==> src/rtl/lasq_pkg.sv <==
// Types and constants shared by the lock actuation sequencer files.
`default_nettype none

package lasq_pkg;

  localparam int unsigned CfgAddrBits = 5;
  localparam int unsigned CfgDataBits = 32;

  localparam logic [2:0] REG_PULL_TIME     = 3'd0;
  localparam logic [2:0] REG_PUSH_TIME     = 3'd1;
  localparam logic [2:0] REG_OPEN_TIME     = 3'd2;
  localparam logic [2:0] REG_SPRING_ENABLE = 3'd3;
  localparam logic [2:0] REG_SPRING_LEVEL  = 3'd4;
  localparam logic [2:0] REG_LOCK_KIND     = 3'd5;

  localparam logic [7:0]  TIME_RESET      = 8'd100;
  localparam logic [10:0] SPRING_LEVEL_MAX = 11'd1599;

  localparam logic [1:0] DRIVE_NONE    = 2'd0;
  localparam logic [1:0] DRIVE_REVERSE = 2'd1;
  localparam logic [1:0] DRIVE_FORWARD = 2'd2;
  localparam logic [1:0] DRIVE_STOP    = 2'd3;

  localparam logic [1:0] LATCH_NONE  = 2'd0;
  localparam logic [1:0] LATCH_START = 2'd1;
  localparam logic [1:0] LATCH_STOP  = 2'd2;

  localparam logic [1:0] SPRING_NONE  = 2'd0;
  localparam logic [1:0] SPRING_START = 2'd1;
  localparam logic [1:0] SPRING_STOP  = 2'd2;

  localparam logic [2:0] PHASE_CHECK_PULL = 3'd0;
  localparam logic [2:0] PHASE_PULL       = 3'd1;
  localparam logic [2:0] PHASE_CHECK_PUSH = 3'd2;
  localparam logic [2:0] PHASE_PUSH       = 3'd3;
  localparam logic [2:0] PHASE_CHECK_OPEN = 3'd4;
  localparam logic [2:0] PHASE_OPEN       = 3'd5;
  localparam logic [2:0] PHASE_IDLE       = 3'd6;

  localparam logic [2:0] BOOK_PULL = 3'b001;
  localparam logic [2:0] BOOK_PUSH = 3'b010;
  localparam logic [2:0] BOOK_OPEN = 3'b100;

  typedef enum logic [6:0] {
    STEP_CHECK_PULL = 7'b0000001,
    STEP_PULL       = 7'b0000010,
    STEP_CHECK_PUSH = 7'b0000100,
    STEP_PUSH       = 7'b0001000,
    STEP_CHECK_OPEN = 7'b0010000,
    STEP_OPEN       = 7'b0100000,
    STEP_IDLE       = 7'b1000000
  } step_e;

  typedef struct packed {
    logic       book_write;
    logic [2:0] book_value;
    logic       upper_at_open;
    logic       lower_at_open;
  } lasq_in_t;

  typedef struct packed {
    logic [1:0]  main_drive_cmd;
    logic [1:0]  latch_cmd;
    logic [1:0]  spring_cmd;
    logic [10:0] spring_drive;
    logic [2:0]  phase;
    logic [2:0]  pending;
  } lasq_out_t;

  typedef struct packed {
    logic [7:0]  pull_time;
    logic [7:0]  push_time;
    logic [7:0]  open_time;
    logic        spring_enable;
    logic [10:0] spring_level;
    logic        lock_kind;
  } lasq_cfg_t;

endpackage

`default_nettype wire

==> src/rtl/lasq_regs.sv <==
// Configuration register file behind the APB-style port.
`default_nettype none

module lasq_regs (
  input  logic                                clk_i,
  input  logic                                rst_ni,
  input  logic                                psel,
  input  logic                                penable,
  input  logic                                pwrite,
  input  logic [lasq_pkg::CfgAddrBits-1:0]    paddr,
  input  logic [lasq_pkg::CfgDataBits-1:0]    pwdata,
  output logic [lasq_pkg::CfgDataBits-1:0]    prdata,
  output logic                                pready,
  output lasq_pkg::lasq_cfg_t                 cfg_o
);
  import lasq_pkg::*;

  lasq_cfg_t  cfg_q, cfg_d;
  logic       wr_en;
  logic [2:0] reg_idx;

  assign pready  = 1'b1;
  assign reg_idx = paddr[CfgAddrBits-1:2];
  assign wr_en   = psel && penable && pwrite && pready;

  always_comb begin
    cfg_d = cfg_q;
    if (wr_en) begin
      case (reg_idx)
        REG_PULL_TIME:     cfg_d.pull_time     = pwdata[7:0];
        REG_PUSH_TIME:     cfg_d.push_time     = pwdata[7:0];
        REG_OPEN_TIME:     cfg_d.open_time     = pwdata[7:0];
        REG_SPRING_ENABLE: cfg_d.spring_enable = pwdata[0];
        REG_SPRING_LEVEL:  cfg_d.spring_level  = pwdata[10:0];
        REG_LOCK_KIND:     cfg_d.lock_kind     = pwdata[0];
        default:           cfg_d = cfg_q;
      endcase
    end
  end

  always_ff @(posedge clk_i or negedge rst_ni) begin
    if (!rst_ni) begin
      cfg_q.pull_time     <= TIME_RESET;
      cfg_q.push_time     <= TIME_RESET;
      cfg_q.open_time     <= TIME_RESET;
      cfg_q.spring_enable <= 1'b0;
      cfg_q.spring_level  <= '0;
      cfg_q.lock_kind     <= 1'b0;
    end else begin
      cfg_q <= cfg_d;
    end
  end

  always_comb begin
    prdata = '0;
    case (reg_idx)
      REG_PULL_TIME:     prdata = CfgDataBits'(cfg_q.pull_time);
      REG_PUSH_TIME:     prdata = CfgDataBits'(cfg_q.push_time);
      REG_OPEN_TIME:     prdata = CfgDataBits'(cfg_q.open_time);
      REG_SPRING_ENABLE: prdata = CfgDataBits'(cfg_q.spring_enable);
      REG_SPRING_LEVEL:  prdata = CfgDataBits'(cfg_q.spring_level);
      REG_LOCK_KIND:     prdata = CfgDataBits'(cfg_q.lock_kind);
      default:           prdata = '0;
    endcase
  end

  assign cfg_o = cfg_q;

endmodule

`default_nettype wire

==> src/rtl/lasq_core.sv <==
// Sequencer state and the single-tick step logic.
`default_nettype none

module lasq_core #(
  parameter int unsigned CountBits = 8
) (
  input  logic                 clk_i,
  input  logic                 rst_ni,
  input  logic                 step_en_i,
  input  lasq_pkg::lasq_in_t   item_i,
  input  lasq_pkg::lasq_cfg_t  cfg_i,
  output lasq_pkg::lasq_out_t  result_o
);
  import lasq_pkg::*;

  localparam int unsigned CmpBits = (CountBits > 8) ? CountBits : 8;

  step_e                step_q, step_d;
  logic                 started_q, started_d;
  logic                 active_q, active_d;
  logic [CountBits-1:0] cnt_q, cnt_d;
  logic [2:0]           book_q, book_d;

  logic [2:0]           book_eff;
  logic [CountBits-1:0] cnt_inc;
  logic [7:0]           limit;
  logic                 past_limit;
  logic                 started_now;
  logic                 stopped_now;
  logic                 pos_open;
  logic [10:0]          level_sat;
  logic [2:0]           phase_num;

  assign book_eff   = item_i.book_write ? item_i.book_value : book_q;
  assign cnt_inc    = cnt_q + CountBits'(1);
  assign past_limit = CmpBits'(cnt_inc) > CmpBits'(limit);
  assign pos_open   = cfg_i.lock_kind ? item_i.upper_at_open : item_i.lower_at_open;
  assign level_sat  = (cfg_i.spring_level > SPRING_LEVEL_MAX) ? SPRING_LEVEL_MAX
                                                              : cfg_i.spring_level;

  always_comb begin
    case (step_q)
      STEP_PULL: limit = cfg_i.pull_time;
      STEP_PUSH: limit = cfg_i.push_time;
      default:   limit = cfg_i.open_time;
    endcase
  end

  always_comb begin
    step_d      = step_q;
    started_d   = started_q;
    active_d    = active_q;
    cnt_d       = cnt_q;
    book_d      = book_eff;
    started_now = 1'b0;
    stopped_now = 1'b0;
    case (step_q)
      STEP_CHECK_PULL, STEP_CHECK_PUSH, STEP_CHECK_OPEN: begin
        cnt_d     = '0;
        started_d = 1'b0;
        active_d  = 1'b0;
        case (step_q)
          STEP_CHECK_PULL: begin
            if ((book_eff & BOOK_PULL) != 3'b000) begin
              active_d = 1'b1;
              step_d   = STEP_PULL;
              book_d   = book_eff & ~BOOK_PULL;
            end else begin
              step_d = STEP_CHECK_PUSH;
            end
          end
          STEP_CHECK_PUSH: begin
            if ((book_eff & BOOK_PUSH) != 3'b000) begin
              active_d = 1'b1;
              step_d   = STEP_PUSH;
              book_d   = book_eff & ~BOOK_PUSH;
            end else begin
              step_d = STEP_CHECK_OPEN;
            end
          end
          default: begin
            if ((book_eff & BOOK_OPEN) != 3'b000) begin
              active_d = 1'b1;
              step_d   = STEP_OPEN;
              book_d   = book_eff & ~BOOK_OPEN;
            end else begin
              step_d = STEP_IDLE;
            end
          end
        endcase
      end
      STEP_PULL, STEP_PUSH, STEP_OPEN: begin
        if (active_q) begin
          if (!started_q) begin
            started_d   = 1'b1;
            started_now = 1'b1;
          end else begin
            cnt_d = cnt_inc;
            if (past_limit) begin
              active_d    = 1'b0;
              stopped_now = 1'b1;
            end
          end
        end else begin
          cnt_d     = '0;
          started_d = 1'b0;
          case (step_q)
            STEP_PULL: step_d = STEP_CHECK_PUSH;
            STEP_PUSH: step_d = STEP_CHECK_OPEN;
            default:   step_d = STEP_IDLE;
          endcase
        end
      end
      default: begin
        if (book_eff != 3'b000) begin
          step_d = STEP_CHECK_PULL;
        end
      end
    endcase
  end

  always_comb begin
    case (step_d)
      STEP_CHECK_PULL: phase_num = PHASE_CHECK_PULL;
      STEP_PULL:       phase_num = PHASE_PULL;
      STEP_CHECK_PUSH: phase_num = PHASE_CHECK_PUSH;
      STEP_PUSH:       phase_num = PHASE_PUSH;
      STEP_CHECK_OPEN: phase_num = PHASE_CHECK_OPEN;
      STEP_OPEN:       phase_num = PHASE_OPEN;
      default:         phase_num = PHASE_IDLE;
    endcase
  end

  always_comb begin
    result_o                = '0;
    result_o.main_drive_cmd = DRIVE_NONE;
    result_o.latch_cmd      = LATCH_NONE;
    result_o.spring_cmd     = SPRING_NONE;
    case (step_q)
      STEP_PULL: begin
        if (started_now) result_o.main_drive_cmd = DRIVE_REVERSE;
        if (stopped_now) result_o.main_drive_cmd = DRIVE_STOP;
      end
      STEP_PUSH: begin
        if (started_now) result_o.main_drive_cmd = DRIVE_FORWARD;
        if (stopped_now) result_o.main_drive_cmd = DRIVE_STOP;
      end
      STEP_OPEN: begin
        if (started_now) begin
          result_o.latch_cmd = LATCH_START;
          if (cfg_i.spring_enable) result_o.spring_cmd = SPRING_START;
        end
        if (stopped_now) begin
          result_o.latch_cmd = LATCH_STOP;
          if (cfg_i.spring_enable && !pos_open) result_o.spring_cmd = SPRING_STOP;
        end
      end
      default: result_o.main_drive_cmd = DRIVE_NONE;
    endcase
    result_o.spring_drive = (result_o.spring_cmd == SPRING_START) ? level_sat : '0;
    result_o.phase        = phase_num;
    result_o.pending      = book_d;
  end

  always_ff @(posedge clk_i or negedge rst_ni) begin
    if (!rst_ni) begin
      step_q    <= STEP_CHECK_PULL;
      started_q <= 1'b0;
      active_q  <= 1'b0;
      cnt_q     <= '0;
      book_q    <= '0;
    end else if (step_en_i) begin
      step_q    <= step_d;
      started_q <= started_d;
      active_q  <= active_d;
      cnt_q     <= cnt_d;
      book_q    <= book_d;
    end
  end

endmodule

`default_nettype wire

==> src/rtl/lock_actuation_sequencer_top.sv <==
// Lock actuation sequencer: input register, step logic, result register.
// A word accepted into the input register passes through the step logic into the result
// register, which drives the outputs (two registers).
// Throughput: one word per cycle while the result register is not stalled; the input
// register refills while a result waits. in_stall_o rises only when the input register
// is full and the result register is stalled. Reset clears the sequencer state, both
// valid flags and the registers to their documented values; no clearing pass is needed.
`default_nettype none

module lock_actuation_sequencer_top #(
  parameter int unsigned COUNT_BITS = 8
) (
  input  logic                              clk_i,
  input  logic                              rst_ni,
  input  logic                              in_valid_i,
  output logic                              in_stall_o,
  input  lasq_pkg::lasq_in_t                in_word_i,
  output logic                              out_valid_o,
  input  logic                              out_stall_i,
  output lasq_pkg::lasq_out_t               out_word_o,
  input  logic                              psel,
  input  logic                              penable,
  input  logic                              pwrite,
  input  logic [lasq_pkg::CfgAddrBits-1:0]  paddr,
  input  logic [lasq_pkg::CfgDataBits-1:0]  pwdata,
  output logic [lasq_pkg::CfgDataBits-1:0]  prdata,
  output logic                              pready
);
  import lasq_pkg::*;

  lasq_in_t  in_q;
  logic      in_vld_q;
  lasq_out_t out_q;
  logic      out_vld_q;
  lasq_out_t result;
  lasq_cfg_t cfg;
  logic      out_adv;
  logic      step_en;

  assign out_adv    = !out_vld_q || !out_stall_i;
  assign step_en    = in_vld_q && out_adv;
  assign in_stall_o = in_vld_q && !out_adv;

  lasq_regs u_regs (
    .clk_i   (clk_i),
    .rst_ni  (rst_ni),
    .psel    (psel),
    .penable (penable),
    .pwrite  (pwrite),
    .paddr   (paddr),
    .pwdata  (pwdata),
    .prdata  (prdata),
    .pready  (pready),
    .cfg_o   (cfg)
  );

  lasq_core #(
    .CountBits (COUNT_BITS)
  ) u_core (
    .clk_i     (clk_i),
    .rst_ni    (rst_ni),
    .step_en_i (step_en),
    .item_i    (in_q),
    .cfg_i     (cfg),
    .result_o  (result)
  );

  always_ff @(posedge clk_i or negedge rst_ni) begin
    if (!rst_ni) begin
      in_vld_q <= 1'b0;
    end else if (!in_stall_o) begin
      in_vld_q <= in_valid_i;
    end
  end

  always_ff @(posedge clk_i) begin
    if (!in_stall_o && in_valid_i) begin
      in_q <= in_word_i;
    end
  end

  always_ff @(posedge clk_i or negedge rst_ni) begin
    if (!rst_ni) begin
      out_vld_q <= 1'b0;
    end else if (out_adv) begin
      out_vld_q <= in_vld_q;
    end
  end

  always_ff @(posedge clk_i) begin
    if (step_en) begin
      out_q <= result;
    end
  end

  assign out_valid_o = out_vld_q;
  assign out_word_o  = out_q;

endmodule

`default_nettype wire

==> config.mk <==
export PLATFORM = sky130hd
export DESIGN_NAME = lock_actuation_sequencer_top
export DESIGN_NICKNAME = d
export VERILOG_FILES = /design/src/rtl/lasq_pkg.sv /design/src/rtl/lasq_regs.sv /design/src/rtl/lasq_core.sv /design/src/rtl/lock_actuation_sequencer_top.sv
export SDC_FILE = /design/constraint.sdc
export NUM_CORES = 1
export LEC_CHECK = 0
export BUFFER_PORTS_ARGS = -buffer_cell sky130_fd_sc_hd__clkbuf_2
export CAP_MARGIN = 20
export CORE_MARGIN = 2
export CORE_UTILIZATION = 40
export DETAILED_ROUTE_END_ITERATION = 6
export GPL_TIMING_DRIVEN = 0
export PLACE_DENSITY_LB_ADDON = 0.15
export SLEW_MARGIN = 30
export SYNTH_ARGS = -nofsm -noshare
export SYNTH_HDL_FRONTEND = slang
export SYNTH_SLANG_ARGS = --single-unit
==> constraint.sdc <==
create_clock -name clk_i -period 5 [get_ports clk_i]
set_clock_uncertainty 0.1 [all_clocks]
set_input_delay 1 -clock clk_i [delete_from_list [all_inputs] [get_ports clk_i]]
set_output_delay 1 -clock clk_i [all_outputs]
set_load 0.01 [all_outputs]
# Yosys cells after proc, flatten, opt, wreduce, memory -nomap -nowiden
# Index checks and enable logic that the tools add are counted.
# word_totals
mem_count	0
inputBits	50
mem_bits_ro	0
latch_bits	0
output_inout_bits	58
ram_bits	0
regBits	88
elab_cells	122
# op_classes
div_mod_pow	0
eq_ne	19
bitwise_logic	2
n_reduce_logical	27
n_lt_le_gt_ge	2
n_shift	0
addsub	1
n_mul	0
mux	46
# ops
cell	count
$pmux W11 S6	1
$pmux W7 S2	3
$pmux W8 S2	2
$mux W7	3
$pmux W3 S6	1
$mux W1	17
$mux W8	2
$eq A7 B1 Y1 const B	2
$eq A7 B2 Y1 const B	2
$eq A7 B3 Y1 const B	2
$eq A7 B4 Y1 const B	2
$eq A7 B5 Y1 const B	2
$eq A7 B6 Y1 const B	2
$reduce_and A2 Y1	7
$mux W3	4
$gt A11 B11 Y1 const B	1
$mux W11	1
$mux W2	5
$add A8 B1 Y8 const B	1
$gt A8 B8 Y1	1
$eq A3 B2 Y1 const B	2
$eq A3 B3 Y1 const B	2
$logic_and A1 B1 Y1	6
$pmux W1 S2	3
other kinds (16)	23

# Logic depth before layout (Yosys ltp)
# depth
ltp_word	12
mapped_depth	16
ltp_nobuf	14

# Modules after synthesis
# A second synthesis with hierarchy kept.
# hier_totals
cells_unflattened	422
area_unflattened_um2	4884.7
# by_module_without_submodules
module	cells_per_inst	n_inst	seq_area_each_um2	area_per_inst_um2
lasq_core	231	1	501.7	1963.1
lasq_regs	154	1	937.1	1958.1
lock_actuation_sequencer_top	37	1	920.9	963.4

# Worst setup path before layout
# Ideal clock, no wire load.
# synth_timing
path_type	register to register
start	register u_core.step_q[5]
end	register out_q (netlist bit out_word_o[21]), data pin
required_time_ps	4639
synth_period_minus_slack_ps	3403
setup_slack_ps	1597
stages_incl_launch_ff	17
n_path_buf	3
setup_ps	261
t_arrival_ps	3043
path_cell_list	dfrtp_1 or3_1 buf_2 or3_1 buf_2 clkbuf_1 nor3_1 o21ai_0 o221ai_1 ha_1 nor2b_1 o21a_1 o21a_1 o21bai_1 a21o_1 and2_1 o22ai_1
# synth_rtl
element	line	rtl
from (decl)	lasq_core.sv:18	step_e step_q, step_d;
from (signal assigned)	lasq_core.sv:173	step_q <= step_d;
to (signal assigned)	lock_actuation_sequencer_top.sv:92	out_q <= result;
to (decl)	lock_actuation_sequencer_top.sv:33	lasq_out_t out_q;

==> impl_results.md <==
- Global-route wire length before repair: 19.2 mm
- Worst Max-Slew Pin Slew: 631 ps
- Async set-reset flop share out of synthesis: 0.670
- Fin. Hold Viols: 0
- CTS buffer count: 9
- Warnings from Yosys: 0
- # clock sinks: 88
- Share of cells above drive strength 1: 0.279
- Clock slew at reported path FFs: 60 ps
- RSZ-0062 raised after global routing: false
- I/O Buffers: 60
- Fillers: 1153
- Status: finished clean
- Drt first pass iters: 4
- H-tree depth: 3
- Clock Latency Late Sink: 350 ps
- Critical path peak fanout: 10
- Total power: 2760 uW
- CTS resizes: 0
- Vias in the first global route: 3712
- Synth Instances: 489
- Initial antenna violation count: 0
- Period minus WS final: 3900 ps
- Dpl hpwl: 9.00 mm
- Synth cell types: 55
- Slew Limit Fails: 0
- Crit Path Category: reg2reg
- Initial DRC Count: 271
- Leakage: 0.00261 uW
- Rows: 40
- Req. time, crit path: 4990 ps
- Top_reg_cell synth: dfrtp_1
- Clock root buffer: clkbuf_16
- WP data arrival: 3900 ps
- CTS tree: yes
- Setup bufs post-CTS: 0
- Avg Inst Size Synth: 10.0 um^2
- Ports: 108
- Area of the multi-input gates: 0.00235 mm^2
- Initial Util: 0.409
- # DRC: 0
- End-of-flow core utilization: 0.484
- Mapped Area: 0.00491 mm^2
- Total core area: 0.0120 mm^2
- Setup TNS: 0 ps
- Die X: 115 um
- Sequential Area: 0.00236 mm^2
- NumNets Final: 641
- Fin Hold WS: 387 ps
- CTS Buffer Depth: 2
- Largest net degree at the start of global routing: 40
- Power Density: 474 mW/mm^2
- Maximum vdd drop: 0.219 mV
- Die area: 0.0132 mm^2
- Seq/Total Area, Yosys: 0.481
- Crit. End Element: flip-flop
- Fmax: 0.256 GHz
- CP Launch Type: flip-flop
- Number of synthesized flops with an enable pin: 29
- Flops & latches, synth: 88
- Hold Path Class: reg2reg
- Routed wire per std cell: 16.3 um
- Slew margin rel.: 0.576
- Die Y: 115 um
- # setup viols final: 0
- Antenna-violating nets left: 0
- GRT Total Usage: 0.189
- Layout area overhead: 18.5%
- Vias: 3881
- Final WL: 11.9 mm
- # hold bufs at CTS: 0
- Via/cell ratio: 5.29
- Placer congestion estimate: 0.858
- Gr ovfl total: 0
- Final Cycle Share: 0.781
- MaxCap Viol Count: 0
- Antenna Cells: 0
==> worst max-delay path, cell delays in order (launching register included) <==
cell and delay, ps:
dfrtp_1 470, or3_1 390, buf_2 170, or3_1 300
buf_2 210, clkbuf_1 260, nor3_1 180, o21ai_0 110
o221ai_1 120, ha_1 270, nor2b_1 130, o21a_1 160
o21a_1 160, o21bai_1 120, a21o_1 240, and2_1 170
o22ai_1 80
==> synth_stat cells, types with 8 or more instances <==
library cell | n | share of area
nand3_1 | 10 | 0.010
dfstp_2 | 10 | 0.054
mux2i_1 | 11 | 0.022
and3_1 | 8 | 0.010
o21ai_0 | 33 | 0.034
nor2_1 | 58 | 0.044
mux2_2 | 43 | 0.099
nor2b_1 | 9 | 0.011
and2_1 | 8 | 0.010
a21oi_1 | 24 | 0.024
clkbuf_1 | 16 | 0.012
ha_1 | 9 | 0.023
edfxtp_1 | 29 | 0.18
nand2_1 | 43 | 0.033
nor3_1 | 16 | 0.016
buf_4 | 22 | 0.034
dfrtp_1 | 49 | 0.25
o221ai_1 | 8 | 0.014
==> registers in the layout, indices dropped and copies added, names as in the netlist <==
name,cells
in_vld_q,1
u_core.book_q,3
u_core.cnt_q,8
out_word_o,23
u_core.started_q,1
out_valid_o,1
u_core.step_q,7
u_core.active_q,1
in_q,6
u_regs.cfg_o,37
==> metrics by stage <==
stage,worst slack [ps],cell area [um^2],std cells
after global routing,852,5820,734
after floorplan,1600,4980,509
final,1100,5820,734
after CTS,1170,5810,734
after detailed placement,1180,5520,718
after global placement,1020,5470,716
==> layout by cell type, fill, tap and decap left out, types with 5 or more instances in the layout <==
cell type	synthesis	routed
clkbuf_2	0	59
nor2_1	58	58
dfrtp_1	49	49
nand2_1	43	43
mux2_2	43	43
o21ai_0	33	33
edfxtp_1	29	29
a21oi_1	24	24
buf_4	22	22
conb_1	2	22
clkbuf_1	16	17
nor3_1	16	16
mux2i_1	11	11
nand3_1	10	10
dfstp_2	10	10
nor2b_1	9	9
ha_1	9	9
clkbuf_16	0	9
and3_1	8	8
o221ai_1	8	8
and2_1	8	8
nand2b_1	7	7
inv_1	6	6
xnor2_1	5	5
buf_2	4	5
o22ai_1	5	5
==> worst paths after layout <==
| path | start | end | slack [ps] | cells after the start |
|---|---|---|---|---|
| worst max register to register | u_core.step_q[5]$_DFFE_PN0P_ | out_word_o[22]$_DFFE_PP_ | 1100 | 16 |
| min in group asynchronous | rst_ni | u_core.step_q[6]$_DFFE_PN0P_ | 460 | 1 |
| worst min-delay path | in_vld_q$_DFFE_PN0N_ | out_valid_o$_DFFE_PN0N_ | 390 | 1 |
| max in group asynchronous | rst_ni | u_regs.cfg_o[26]$_DFFE_PN1P_ | 3750 | 2 |
| worst max-delay path | u_core.step_q[5]$_DFFE_PN0P_ | out_word_o[22]$_DFFE_PP_ | 1100 | 16 |
| worst min register to register | in_vld_q$_DFFE_PN0N_ | out_valid_o$_DFFE_PN0N_ | 390 | 1 |
==> cells by family (layout without fill, tap and decap cells) <==
logic type / Yosys count / count (layout) / synth area share
simple gates: 179 / 179 / 0.176
compound gates: 96 / 96 / 0.124
flops: 88 / 88 / 0.481
mux: 54 / 54 / 0.121
buf+inv: 52 / 130 / 0.0576
fa+ha+maj: 9 / 9 / 0.0229
xor+xnor: 9 / 9 / 0.0161
other cells: 2 / 22 / 0.00153
==> routing by layer <==
layer,vias up,share of wire,GRT usage
met1,1874,0.46,0.257
met2,100,0.47,0.295
li1,1889,-,-
met4,0,0.020,0.0594
met5,-,0,0
met3,18,0.049,0.0554
==> report_power, final <==
group,switching [uW],internal [uW],total (uW),leakage (uW)
sequential,107,903,1010,0.00103
combinational,646,430,1080,0.00145
clock,289,385,674,0.000140
==> cell type report <==
type                    instances  share of cell area
repair buffers                 62              0.0602
plain buffers                  46              0.0449
clock buffers                  10              0.0394
multi-input cells             369               0.404
inverters                       6             0.00387
clock inverters                 6              0.0103
well taps                     147              0.0316
flip-flops and latches         88               0.406
Power figures use the tool's default switching activity.
